### src/hw/rtl/fcc_chan.sv
module fcc_chan (
  input  logic        clk,
  input  logic        en,
  input  logic [7:0]  w0,
  input  logic [7:0]  w1,
  input  logic [15:0] f,
  input  logic        disc,
  input  logic [17:0] rad,
  output logic [7:0]  chan
);

  logic [23:0] n_r, n_nxt, n2_r;
  logic [39:0] p_r;
  logic [16:0] col_r, col_nxt, col2_r, col2_nxt;
  logic [7:0]  chan_r, chan_nxt;
  logic        in1_r, in2_r, in3_r;
  logic [17:0] rad1_r, rad2_r, rad3_r;

  logic [16:0] fc, q0, cc;
  logic [24:0] chk, b255;
  logic [34:0] bp;
  logic [18:0] c3;

  always_comb begin
    fc    = 17'h10000 - {1'b0, f};
    n_nxt = 24'(fc * w0) + 24'(f * w1);
    // divide by 255 through a reciprocal, then one correction
    q0    = p_r[39:23];
    chk   = {q0, 8'b0} - 25'(q0);
    col_nxt = (chk > {1'b0, n2_r}) ? q0 - 17'd1 : q0;
    cc    = 17'h10000 - col_r;
    bp    = 35'(cc * rad3_r);
    c3    = {col_r, 1'b0} + 19'(col_r);
    col2_nxt = in3_r ? 17'h10000 - bp[32:16] : c3[18:2];
    b255  = {col2_r, 8'b0} - 25'(col2_r);
    chan_nxt = b255[23:16];
  end

  always_ff @(posedge clk) begin
    if (en) begin
      n_r    <= n_nxt;
      in1_r  <= disc;
      rad1_r <= rad;
      p_r    <= 40'(n_r * 16'd32897);
      n2_r   <= n_r;
      in2_r  <= in1_r;
      rad2_r <= rad1_r;
      col_r  <= col_nxt;
      in3_r  <= in2_r;
      rad3_r <= rad2_r;
      col2_r <= col2_nxt;
      chan_r <= chan_nxt;
    end
  end

  assign chan = chan_r;

endmodule

### config.mk
export PLATFORM = sky130hd
export DESIGN_NAME = fcc_chan
export DESIGN_NICKNAME = d
export VERILOG_FILES = /design/src/hw/rtl/fcc_chan.sv
export SDC_FILE = /design/constraint.sdc
export NUM_CORES = 2
export LEC_CHECK = 0
export ABC_AREA = 1
export BUFFER_PORTS_ARGS = -buffer_cell sky130_fd_sc_hd__buf_2
export CAP_MARGIN = 15
export CORE_MARGIN = 3
export CORE_UTILIZATION = 55
export CTS_CLUSTER_SIZE = 40
export DETAILED_ROUTE_END_ITERATION = 16
export GPL_ROUTABILITY_DRIVEN = 0
export PLACE_DENSITY = 0.83
export SLEW_MARGIN = 15
export SYNTH_ARGS = -nofsm -noshare
export SYNTH_HDL_FRONTEND = slang
export SYNTH_SLANG_ARGS = --single-unit
### constraint.sdc
create_clock -name clk -period 7.96 [get_ports clk]
set_input_delay 1.194 -clock clk [delete_from_list [all_inputs] [get_ports clk]]
set_output_delay 1.194 -clock clk [all_outputs]
set_load 0.02 [all_outputs]
Word-level counts from Yosys, hierarchy flattened
Index checks and enable logic that the tools add are counted.
Word-level totals
  register bits: 187
  latch bits: 0
  bits in writable memories: 0
  memory bits (read-only): 0
  input port bits: 53
  output and inout port bits: 8
  word-level logic and storage cells: 27
  memories: 0
Cells by class
  add/sub/neg operators: 8
  multipliers: 4
  div/mod/pow operators: 0
  $lt $le $gt $ge: 1
  eq/ne operators: 0
  shift operators: 0
  multiplexer cells: 2
  bitwise gates (word level): 0
  reductions and logical operators: 0
Operators by type and width (number)
  multiplier 24 x 16 -> 40 bit (second input constant): 1
  2-to-1 mux 17 bit: 2
  subtractor 17 bit (first input constant): 2
  multiplier 17 x 18 -> 33 bit: 1
  greater-than comparator 25 x 24 -> 1 bit: 1
  subtractor 25 x 17 -> 25 bit: 1
  adder 24 bit: 1
  multiplier 16 x 8 -> 24 bit: 1
  multiplier 17 x 8 -> 24 bit: 1
  subtractor 24 x 17 -> 24 bit: 1
  adder 18 x 17 -> 19 bit: 1
  subtractor 17 x 1 -> 17 bit (second input constant): 1
  subtractor 17 x 16 -> 17 bit (first input constant): 1

Longest topological paths before layout
  depth in word-level cells: 4
  mapped depth: 46
  gate-level depth less buffers: 46

Worst setup path after synthesis
OpenSTA, ideal clock, no wires.
  path type: in2reg
  from: in f[0]
  to: reg n_r[23], data pin
  setup time: 0.268 ns
  data arrival time: 7.477 ns
  required time: 7.692 ns
  slack: 0.215 ns
  cell stages on the path: 28
  buffers on the path: 2
  cells stage by stage: clkbuf_1 clkbuf_1 inv_1 ha_1 nand4_1 nor2_1 nand2_1 nor4_4 nand4_1 o21ai_0 nand2_1 inv_1 nand2_1 fa_1 inv_1 fa_1 inv_1 fa_1 fa_1 fa_1 inv_1 fa_1 ha_1 nand2_1 nor2_1 nand2_1 o311ai_0 xnor3_1
On the way
  word-level cells in the longest chain between the ends: 3
  elaborated cells on any way between the ends: 4
  those cells by class: add/sub (2); mul (2)
RTL lines
  from (decl): RTL line 6  | input logic [15:0] f,
  subtractor 17 x 16 -> 17 bit: RTL line 25  | fc = 17'h10000 - {1'b0, f};
  multiplier 17 x 8 -> 24 bit: RTL line 26  | n_nxt = 24'(fc * w0) + 24'(f * w1);
  adder 24 bit *: RTL line 26
  named net n_nxt[23]: RTL line 12  | logic [23:0] n_r, n_nxt, n2_r;
  to (signal assigned): RTL line 41  | n_r <= n_nxt;
  to (decl): RTL line 12
The timed path passes the listed nets; every way through them passes the cells marked *.
A chain may end at the register's enable or synchronous reset.

Final worst setup path
  from: reg col_r[0]
  to: reg col2_r[16], data pin
On the way
  word-level cells in the longest chain between the ends: 4
  elaborated cells on any way between the ends: 5
  those cells by class: add/sub (3); mul (1); mux (1)
RTL lines
  from (decl): RTL line 14  | logic [16:0] col_r, col_nxt, col2_r, col2_nxt;
  from (signal assigned): RTL line 48  | col_r <= col_nxt;
  subtractor 17 bit: RTL line 31  | cc = 17'h10000 - col_r;
  multiplier 17 x 18 -> 33 bit: RTL line 32  | bp = 35'(cc * rad3_r);
  subtractor 17 bit: RTL line 34  | col2_nxt = in3_r ? 17'h10000 - bp[32:16] : c3[18:2];
  2-to-1 mux 17 bit *: RTL line 34
  named net col2_nxt[16]: RTL line 14
  to (signal assigned): RTL line 51  | col2_r <= col2_nxt;
  to (decl): RTL line 14
Marked as above.

==> out/qor.json <==
{
  "outcome": "finished clean",
  "synth_edf_count": 164,
  "routedLengthMet1_um": 28900,
  "cts_inserted_buffers": 17,
  "num_vias": 24900,
  "top_layer": "met4",
  "tightestPinTransition_ps": 910,
  "post-route-util_pct": 60.0,
  "worst_r2r_path_depth": 39,
  "crit_slowest_cell": "sky130_fd_sc_hd__fa_1",
  "synth_seq_cells": 164,
  "dr_wl_met3_um": 6140,
  "crit_top_cell": "sky130_fd_sc_hd__inv_1",
  "track_usage_pct": 27.3,
  "postSynthNetCount": 4659,
  "routed-wl-met2_um": 37300,
  "layout.cells.non_filler": 4571,
  "critical_path.top_delay_family": "adder cells",
  "overall_die_height_um": 241,
  "timing.critical_path.fanout_max": 10,
  "synth_top_cell_by_area": "sky130_fd_sc_hd__fa_1",
  "dp_hpwl_um": 63100,
  "buffer_ports.inserted": 60,
  "drc": 0,
  "final_min_period_over_clock_period_pct": 95.5,
  "routed_wire_length_per_instance_um": 16.8,
  "postRouteWirelength_um": 76700,
  "critPathRequiredTime_ps": 8160,
  "worst_slack_ps": 360,
  "cts_hold_repair.buffers": 0,
  "clock_skew_ps": 9.51,
  "worst_slew_margin_rel_pct": 39.4,
  "n_fill_cell": 4533,
  "path_class": "reg2reg",
  "arrival_ps": 7800,
  "yosys.cell_count.top_type": "sky130_fd_sc_hd__nand2_1",
  "grt_setup_unrepaired": "true",
  "synth.lib_cells_used.distinct": 53,
  "htree_num_levels": 4,
  "dp.cells": 4529,
  "clock_path_buffers": 2,
  "final_layout_size_suffix_gt1_share_pct": 5.96,
  "place_ws_ps": -116,
  "maximum_number_of_pins_on_one_net_before_global_route_repair": 98,
  "timing.fmax_mhz": 132,
  "min-delay-path-class": "reg2reg",
  "most_instantiated_cells_after_synthesis": "sky130_fd_sc_hd__nand2_1 (957), sky130_fd_sc_hd__inv_1 (956), sky130_fd_sc_hd__fa_1 (457)",
  "detailedRoute.firstIterationViolations": 2338,
  "whs_path_depth": 0,
  "ys_dominant_reg_cell": "sky130_fd_sc_hd__edfxtp_1",
  "r2r_slack_ps": 360,
  "insertion_delay_to_the_later_sink_of_the_worst_skew_pair_ps": 460,
  "source_of_the_worst_hold_timing_path": "rad2_r[10]",
  "hold_violations": 0,
  "postSynthCellCount": 3804,
  "endpoint_worst_hold": "rad3_r[10]",
  "period_needed_ps": 7600,
  "antenna-diode-count": 0,
  "finalSetupTns_ps": 0,
  "final_antenna_net_count": 0,
  "syn-cell-area_um2": 30400,
  "drt-vias-per-instance": 5.45,
  "globalRouteOverflowTotal": 0,
  "post_synth.cell_area_avg_um2": 7.99,
  "initial_cell_density_of_the_core_pct": 56.1,
  "root_buffer_cell": "sky130_fd_sc_hd__clkbuf_16",
  "setup.worst_path.end_class": "flip-flop",
  "die_area_um2": 58100,
  "post_synth_main_area_contributors": "sky130_fd_sc_hd__fa_1 (30%), sky130_fd_sc_hd__edfxtp_1 (16%), sky130_fd_sc_hd__ha_1 (14%)",
  "synth_async_sr_flop_share_pct": 0,
  "synth_top_area_share_pct": 30.1,
  "finish.net_count": 4718,
  "ys_warn_count": 0,
  "drv.max_cap_violation_count": 0,
  "placeable_core_region_um2": 54200,
  "clock_tree_from_tritoncts": "yes",
  "vias_in_the_first_global_route": 25400,
  "worst-path-buf-inv": 11,
  "slowest_delay_ps": 590,
  "slew_violations": 0,
  "number_of_sinks_driven_by_the_clock_tree": 164,
  "drt-pass1-iter-count": 6,
  "number_of_antenna_violations_at_the_first_check_in_global_routing": 0,
  "die_w_um": 241,
  "clock_pin_slew_worst_setup_and_hold_paths_ps": 60,
  "synthToLayoutAreaGrowth_pct": 7.08,
  "grt_first_pass_wirelength_um": 125000,
  "reg2reg_from": "col_r[0]",
  "finalSetupViolations": 0,
  "rows": 85,
  "worstReg2RegEnd": "col2_r[16]",
  "part_of_the_yosys_area_used_for_sequential_elements_pct": 16.2,
  "total_i_o_pin_count": 61,
  "critical_path.startpoint_type": "flip-flop"
}
-- layout make-up --
class                      count  area, um2  share of cell area [%]
inverter                     966       3640                    11.2
clock inverter                13        183                   0.561
tap                          696        871                    2.67
clock buffer                  18        429                    1.32
timing repair buffer         125        818                    2.51
multi-input combinational   2589      21700                    66.6
sequential                   164       4920                    15.1
-- worst max path at each step --
| stage | cells after the start | from | slack [ps] | end |
|---|---|---|---|---|
| 2_1_floorplan | 28 | f[0] | 220 | n_r[23] |
| 3_3_place_gp | 30 | f[0] | 80 | n_r[21] |
| 3_5_place_dp | 26 | f[1] | -120 | n_r[23] |
| 4_1_cts | 38 | col_r[1] | 5 | col2_r[16] |
| 5_1_grt | 36 | col_r[1] | -130 | col2_r[16] |
| 6_report | 39 | col_r[0] | 360 | col2_r[16] |
-- worst reg2reg max path: cells and delay by family, from the launching register on --
kind / cells / cell delay, ps
adders and majority gates: 9 / 3820
and+or+nand+nor: 17 / 1790
buffers and inverters: 11 / 930
DFF: 1 / 380
xor gates and xnor gates: 2 / 380
-- timing repair --
action,in CTS,in global routing
setup endpoints to repair,1,17
pin swaps,0,5
setup buffers,0,11
gates resized for setup,1,57
-- cells by family after synthesis --
group	after synthesis	synth area share, %
compound gates	256	4.61
simple gates	1440	19.2
flops	164	16.2
xor+xnor	91	2.69
buf+inv	1051	13.1
fa+ha+maj	802	44.3
-- cell usage in the layout (no fill, tap or decap), types with 8 or more instances in the layout --
cell type	netlist	routed
sky130_fd_sc_hd__clkinv_1	9	10
sky130_fd_sc_hd__nand4_1	30	30
sky130_fd_sc_hd__buf_4	0	61
sky130_fd_sc_hd__o21ai_0	69	68
sky130_fd_sc_hd__inv_1	956	950
sky130_fd_sc_hd__nor2_1	280	268
sky130_fd_sc_hd__nand2_1	957	951
sky130_fd_sc_hd__buf_2	4	59
sky130_fd_sc_hd__nor3_1	18	16
sky130_fd_sc_hd__nor4_1	9	8
sky130_fd_sc_hd__fa_1	457	456
sky130_fd_sc_hd__ha_1	345	338
sky130_fd_sc_hd__clkbuf_16	0	17
sky130_fd_sc_hd__xnor2_1	28	27
sky130_fd_sc_hd__o21ai_1	8	9
sky130_fd_sc_hd__xor2_1	61	60
sky130_fd_sc_hd__nand3_1	110	107
sky130_fd_sc_hd__a21oi_1	133	128
sky130_fd_sc_hd__edfxtp_1	164	164
sky130_fd_sc_hd__o21bai_1	8	8
sky130_fd_sc_hd__nor2_2	6	13
-- state kept, by name, indices dropped and copies added (netlist names), 17 cells and up --
name / flops
rad1_r: 18
rad3_r: 18
p_r: 17
col_r: 17
n2_r: 24
rad2_r: 18
n_r: 24
col2_r: 17
-- stage by stage --
stage	cell area [um2]	hold slack, ps
floorplan	30400	400
detailed placement	31700	405
global route	32600	418
global placement	31700	402
CTS	32300	416
finish	32600	418
-- metal layers --
metal | vias up | global-route usage, %
met5 | - | 0
met4 | 0 | 14.8
met3 | 303 | 4.41
met2 | 1174 | 46.4
met1 | 11900 | 33.4
li1 | 11600 | -
Power is not shown: default switching activity piles up to over one toggle a cycle in this logic, so the estimate is an artifact.
