==> src/hw/rtl/fcc_pkg.sv <==
package fcc_pkg;

  localparam int CordicSteps = 16;
  localparam int SqrtBits    = 18;
  localparam int Cells       = 18;
  localparam int WheelSize   = 55;
  localparam int XW          = 35;
  localparam int ZW          = 20;
  localparam int NW          = 33;
  localparam int RW          = 18;

  localparam logic [1:0] CfgUScale = 2'd0;
  localparam logic [1:0] CfgVScale = 2'd1;

  typedef struct packed {
    logic signed [XW-1:0] x;
    logic signed [XW-1:0] y;
    logic signed [ZW-1:0] z;
    logic                 zero;
    logic                 disc;
    logic [NW-1:0]        n;
    logic [RW-1:0]        r;
  } cell_t;

  typedef logic [23:0] wheel_arr_t [WheelSize];

  function automatic logic [14:0] atan_c(input int i);
    logic [14:0] a;
    unique case (i)
      0:  a = 15'd16384;
      1:  a = 15'd9672;
      2:  a = 15'd5110;
      3:  a = 15'd2594;
      4:  a = 15'd1302;
      5:  a = 15'd652;
      6:  a = 15'd326;
      7:  a = 15'd163;
      8:  a = 15'd81;
      9:  a = 15'd41;
      10: a = 15'd20;
      11: a = 15'd10;
      12: a = 15'd5;
      13: a = 15'd3;
      14: a = 15'd1;
      15: a = 15'd1;
      default: a = 15'd0;
    endcase
    return a;
  endfunction

  // entry packed as {blue, green, red}
  function automatic wheel_arr_t build_wheel();
    wheel_arr_t t;
    int r, g, b, i;
    for (int k = 0; k < WheelSize; k++) begin
      if (k < 15) begin
        i = k; r = 255; g = 255 * i / 15; b = 0;
      end else if (k < 21) begin
        i = k - 15; r = 255 - 255 * i / 6; g = 255; b = 0;
      end else if (k < 25) begin
        i = k - 21; r = 0; g = 255; b = 255 * i / 4;
      end else if (k < 36) begin
        i = k - 25; r = 0; g = 255 - 255 * i / 11; b = 255;
      end else if (k < 49) begin
        i = k - 36; r = 255 * i / 13; g = 0; b = 255;
      end else begin
        i = k - 49; r = 255; g = 0; b = 255 - 255 * i / 6;
      end
      t[k] = {8'(b), 8'(g), 8'(r)};
    end
    return t;
  endfunction

  localparam wheel_arr_t WheelTab = build_wheel();

endpackage

==> src/hw/rtl/fcc_cell.sv <==
module fcc_cell #(
  parameter int Idx = 0
) (
  input  logic           clk,
  input  logic           en,
  input  fcc_pkg::cell_t d,
  output fcc_pkg::cell_t q
);

  localparam int SqB = fcc_pkg::SqrtBits - 1 - Idx;

  fcc_pkg::cell_t q_r, q_nxt;

  logic signed [fcc_pkg::XW-1:0] dx, dy;
  logic [fcc_pkg::RW-1:0]        t;
  logic [2*fcc_pkg::RW-1:0]      tt;

  always_comb begin
    q_nxt = d;
    dx    = d.y >>> Idx;
    dy    = d.x >>> Idx;
    if (Idx < fcc_pkg::CordicSteps) begin
      if (!d.y[fcc_pkg::XW-1] && (|d.y)) begin
        q_nxt.x = d.x + dx;
        q_nxt.y = d.y - dy;
        q_nxt.z = d.z + $signed({5'b0, fcc_pkg::atan_c(Idx)});
      end else begin
        q_nxt.x = d.x - dx;
        q_nxt.y = d.y + dy;
        q_nxt.z = d.z - $signed({5'b0, fcc_pkg::atan_c(Idx)});
      end
    end
    t  = d.r | (fcc_pkg::RW'(1) << SqB);
    tt = t * t;
    if (tt <= {3'b0, d.n}) begin
      q_nxt.r = t;
    end
  end

  always_ff @(posedge clk) begin
    if (en) begin
      q_r <= q_nxt;
    end
  end

  assign q = q_r;

endmodule

==> config.mk <==
export PLATFORM = sky130hd
export DESIGN_NAME = fcc_cell
export DESIGN_NICKNAME = d
export VERILOG_FILES = /design/src/hw/rtl/fcc_pkg.sv /design/src/hw/rtl/fcc_cell.sv
export SDC_FILE = /design/constraint.sdc
export NUM_CORES = 1
export LEC_CHECK = 0
export BUFFER_PORTS_ARGS = -buffer_cell sky130_fd_sc_hd__clkbuf_2
export CORE_UTILIZATION = 35
export CTS_CLUSTER_SIZE = 24
export DETAILED_ROUTE_END_ITERATION = 8
export PLACE_DENSITY = 0.65
export SYNTH_ARGS = -nofsm -noshare
export SYNTH_HDL_FRONTEND = slang
export SYNTH_SLANG_ARGS = --single-unit
==> constraint.sdc <==
create_clock -name clk -period 21.6 [get_ports clk]
set_input_delay 4.32 -clock clk [delete_from_list [all_inputs] [get_ports clk]]
set_output_delay 4.32 -clock clk [all_outputs]
set_load 0.1 [all_outputs]
After elaboration in Yosys (flattened, before gate mapping)
Index checks and enable logic that the tools add are counted.
{ "totals": {"word_cells": 19, "ff_bits": 143, "input_bits": 145, "output_inout_bits": 143} }
{ "op_classes": {"order_cmp": 1, "n_mux": 1, "n_reduce_logical": 3, "addsub": 5, "multipliers": 1} }
{ "ops": {"columns": ["operator", "count"], "rows": [
  ["$mux W90", 1],
  ["$sub A35 B35 Y35", 2],
  ["$le A36 B33 Y1", 1],
  ["$mul A18 B18 Y36", 1],
  ["$add A35 B35 Y35", 1],
  ["$reduce_or A35 Y1", 1],
  ["$add A20 B16 Y20 const B", 1],
  ["$sub A20 B16 Y20 const B", 1],
  ["$logic_and A1 B1 Y1", 1],
  ["$logic_not A1 Y1", 1]
]} }

Longest topological paths before layout
{ "depth": {"ltp_word": 3, "depth_mapped": 35, "depth_no_buf": 33} }

Worst setup path after synthesis
No wires, ideal clock.
{ "synth_path": {"path_type": "input to register", "from": "input d[15] (netlist name)", "to": "register q_r (netlist bit q[17]), data pin", "setup_time_ns": 0.188, "arrival_time_ns": 11.702, "slack_ns": 9.710, "path_stages": 31, "required_time_ns": 21.412, "path_buffers": 2, "path_cell_list": "clkbuf_1 clkbuf_1 nand2_1 fa_1 inv_1 fa_1 fa_1 fa_1 fa_1 inv_1 fa_1 inv_1 ha_1 and3_1 nand4_1 or4_1 o22ai_1 o311a_1 or2_1 a21o_1 a21oi_1 xnor2_1 ha_1 a21o_1 a21o_1 a21oi_1 o21ai_0 a211o_1 a31oi_1 o2111ai_1 o41ai_1"} }
{ "synth_between": {"elab_chain_len": 2} }
{ "synth_rtl": {"columns": ["element", "line", "source"], "rows": [
  ["start: declaration", "fcc_cell.sv:6", "input fcc_pkg::cell_t d,"],
  ["$mul A18 B18 Y36", "fcc_cell.sv:34", "tt = t * t;"],
  ["$le A36 B33 Y1", "fcc_cell.sv:35", "if (tt <= {3'b0, d.n}) begin"],
  ["end signal: assignment", "fcc_cell.sv:42", "q_r <= q_nxt;"],
  ["end: declaration", "fcc_cell.sv:12", "fcc_pkg::cell_t q_r, q_nxt;"]
]} }
Every way passes these cells.
A chain may end at the register's enable or synchronous reset.

Worst setup path in the final report
{ "layout_path": {"from": "input d[11] (netlist name)", "to": "register q_r (netlist bit q[17]), data pin"} }
Same word-level chain as after synthesis.

==> flow_summary.yaml <==
finish:
  largest_register_ff_count: 142
  final_net_count: 3074
  syn2layout_area_growth_pct: 13.5
  drive_above_1_share_pct: 14.2
global_routing:
  globalRouteOverflowTotal: 0
  global_route.usage.total_pct: 21.2
  grt_max_degree: 85
  vias_in_the_first_global_route: 16992
  antenna_found_initial: 6
  first_pass_grt_wire_length_mm: 95.6
clock_tree:
  post_cts_gate_resize_count: 0
  cts-htree-levels: 4
  total_number_of_clock_tree_sinks: 142
  worst_setup_hold_path_clk_slew_ns: 0.08
  cts_made_buffers: 17
  hold_buffers: 0
  cts.root.buffer_cell: "sky130_fd_sc_hd__clkbuf_16"
  clock_tree.buffer_depth: 2
  tritoncts: "yes"
  cts_post_setup_buffers_inserted: 0
drt:
  drt.antenna.violating_nets: 0
  drtPass1Iterations: 5
  wl_mm: 62.1
  routed_wire_length_per_instance_um: 19.2
  drc: 0
  routed-via-count: 16778
  via_per_inst: 5.19
  dr.first_iter.drc_count: 1268
pwr:
  vdd_ir_drop_max_mv: 0.248
  totalPowerFinal_uw: 4050
  power_per_cell_area_nw_per_um2: 176
  p_leak_uw: 0.0114
outcome:
  outcome: "finished, final reports clean"
worst_setup_path:
  ws_path_type: "input pin to flop"
  crit_arrival_ns: 12.76
  worst_setup_path_end_kind: "flop"
  crit_end: "q[17]"
  worst_path_max_delay_cell: "sky130_fd_sc_hd__fa_1"
  cp-start-kind: "input pin"
  cp_max_fo: 15
  critical_path.max_stage_delay_ns: 0.54
  critPathRequiredTime_ns: 21.90
  startpoint: "d[11]"
  cpMostUsedCell: "sky130_fd_sc_hd__fa_1"
die:
  design.die.area_um2: 58800
  chipHeight_um: 243
  dieWidth_um: 243
  floorplan.initialDensity_pct: 35.6
  placeableCoreArea_um2: 56800
  placement_rows: 87
  top_level_ports: 288
synthesis:
  postSynth.asyncResetShare_pct: 0
  syn-mean-instance-area_um2: 9.13
  dominantRegCellSynth: "sky130_fd_sc_hd__edfxtp_1"
  yosysUniqueCellTypes: 77
  post_synth_instance_area_um2: 20300
  synth.net_count: 2834
  syn-instance-count: 2219
  synth_seq_cells: 142
  synth_enable_flop_cells: 142
  synth_warnings: 0
  yosysSeqAreaShare_pct: 21.1
sta:
  min_tclk_post_route_ns: 12.47
  timing_worst_slew_pin_value_ns: 1.08
  report.final.setup_viol: 0
  share_of_the_clock_period_used_by_the_worst_path_after_layout_pct: 57.7
  rsz0062_at_grt: "no"
  timing.final.max_slew_violations: 0
  hold_violations: 0
  highest_attainable_clock_frequency_ghz: 0.0802
  maxSlewHeadroom_pct: 27.7
  whs_ns: 4.01
  setup_total_negative_slack_ns: 0
place:
  place.detailed.hpwl_mm: 51.1
  port_buffers: 287
  gp_congestion: 0.923
hold_path:
  min_path_type: "input pin to flop"
  hold-path-cell-count: 1
job:
  maxCapViolCount: 0
[final cells by class]
type | count | area [µm²]
antenna | 2 | 5.00
clock buffer | 17 | 425
clock inverter | 15 | 154
fill | 5666 | 33800
inverter | 456 | 1710
multi-input combinational | 1551 | 14000
sequential | 142 | 4260
tap | 756 | 946
timing repair buffer | 291 | 1470
[metal layers]
| metal | track usage, % | share of wire (%) | up-vias |
|---|---|---|---|
| li1 | - | - | 7815 |
| met2 | 32.6 | 45 | 573 |
| met3 | 4.91 | 7.3 | 98 |
| met1 | 29.0 | 45 | 8284 |
| met4 | 7.82 | 3.1 | 8 |
| met5 | 0 | 0.064 | - |
[power by group]
group	internal, µW	total, µW	leakage, µW	switching, µW
registers	349	360	0.00139	10.6
logic	1340	3390	0.00973	2050
clock network	162	305	0.000281	143
total	1850	4050	0.0114	2200
[synth_stat cells, types with 8 or more instances]
library cell	number	area share (%)
sky130_fd_sc_hd__nor4_1	15	0.46
sky130_fd_sc_hd__xor2_1	19	0.82
sky130_fd_sc_hd__a221oi_1	8	0.35
sky130_fd_sc_hd__clkbuf_1	55	1.0
sky130_fd_sc_hd__buf_2	8	0.20
sky130_fd_sc_hd__nand4_1	25	0.77
sky130_fd_sc_hd__o211ai_1	8	0.30
sky130_fd_sc_hd__ha_1	248	15
sky130_fd_sc_hd__inv_1	446	8.3
sky130_fd_sc_hd__and2_1	45	1.4
sky130_fd_sc_hd__nor2_1	148	2.7
sky130_fd_sc_hd__o21bai_1	28	1.0
sky130_fd_sc_hd__nand3_1	13	0.32
sky130_fd_sc_hd__a31oi_1	12	0.37
sky130_fd_sc_hd__xnor2_1	90	3.9
sky130_fd_sc_hd__nand2_1	146	2.7
sky130_fd_sc_hd__a211oi_1	20	0.74
sky130_fd_sc_hd__a21o_1	49	1.8
sky130_fd_sc_hd__nand2b_1	20	0.62
sky130_fd_sc_hd__nor2b_1	18	0.56
sky130_fd_sc_hd__nor3_1	30	0.74
sky130_fd_sc_hd__edfxtp_1	142	21
sky130_fd_sc_hd__mux2i_1	14	0.69
sky130_fd_sc_hd__a21oi_1	159	3.9
sky130_fd_sc_hd__fa_1	222	22
sky130_fd_sc_hd__o21ai_1	15	0.37
sky130_fd_sc_hd__o21ai_0	81	2.0
sky130_fd_sc_hd__o21a_1	17	0.63
[per-stage QoR]
step / cells / util [%] / cell area [µm²] / worst slack [ns]
3_3_place_gp: 3196 / 39.4 / 22400 / 8.99
4_1_cts: 3228 / 40.4 / 23000 / 9.26
3_5_place_dp: 3196 / 39.4 / 22400 / 8.75
5_1_grt: 3229 / 40.4 / 23000 / 8.67
6_report: 3230 / 40.4 / 23000 / 9.13
2_1_floorplan: 2219 / - / 20300 / 9.71
[placed cells by master, fill, tap and decap left out, drive strengths merged, types with 8 or more instances in the layout]
cell    count
inv       460
clkbuf    303
ha        248
fa        222
a21oi     159
nor2      148
nand2     146
edfxtp    142
o21ai      97
xnor2      90
a21o       49
and2       45
nor3       30
o21bai     28
nand4      25
nand2b     20
a211oi     20
xor2       19
nor2b      18
o21a       17
nor4       15
mux2i      14
nand3      13
a31oi      12
o31ai       9
a221oi      8
o211ai      8
clkinv      8
[worst min-delay path by stage]
stage          endpoint  slack (ns)   from
6_report          q[64]        4.01  d[64]
5_1_grt           q[64]        3.97  d[64]
4_1_cts           q[64]        3.97  d[64]
3_5_place_dp      q[64]        4.50  d[64]
3_3_place_gp      q[58]        4.50  d[58]
2_1_floorplan      q[0]        4.42   d[0]
[critical path, delay by kind of cell]
kind                     cells  cell delay (ns)
AO/OA/AOI/OAI               12             2.46
XOR/XNOR                     2             0.44
adder cells (fa/ha/maj)      8             3.46
buffers and inverters        4             0.71
AND/OR/NAND/NOR              5             1.35
[cell families after synthesis]
family                     synth area share [%]
AOI/OAI and AO/OA                          14.9
xor gates and xnor gates                   4.71
adders and majority gates                  37.3
buffers and inverters                      9.85
DFF                                        21.1
muxes                                     0.747
and+or+nand+nor                            11.5
Power figures use the tool's default switching activity.
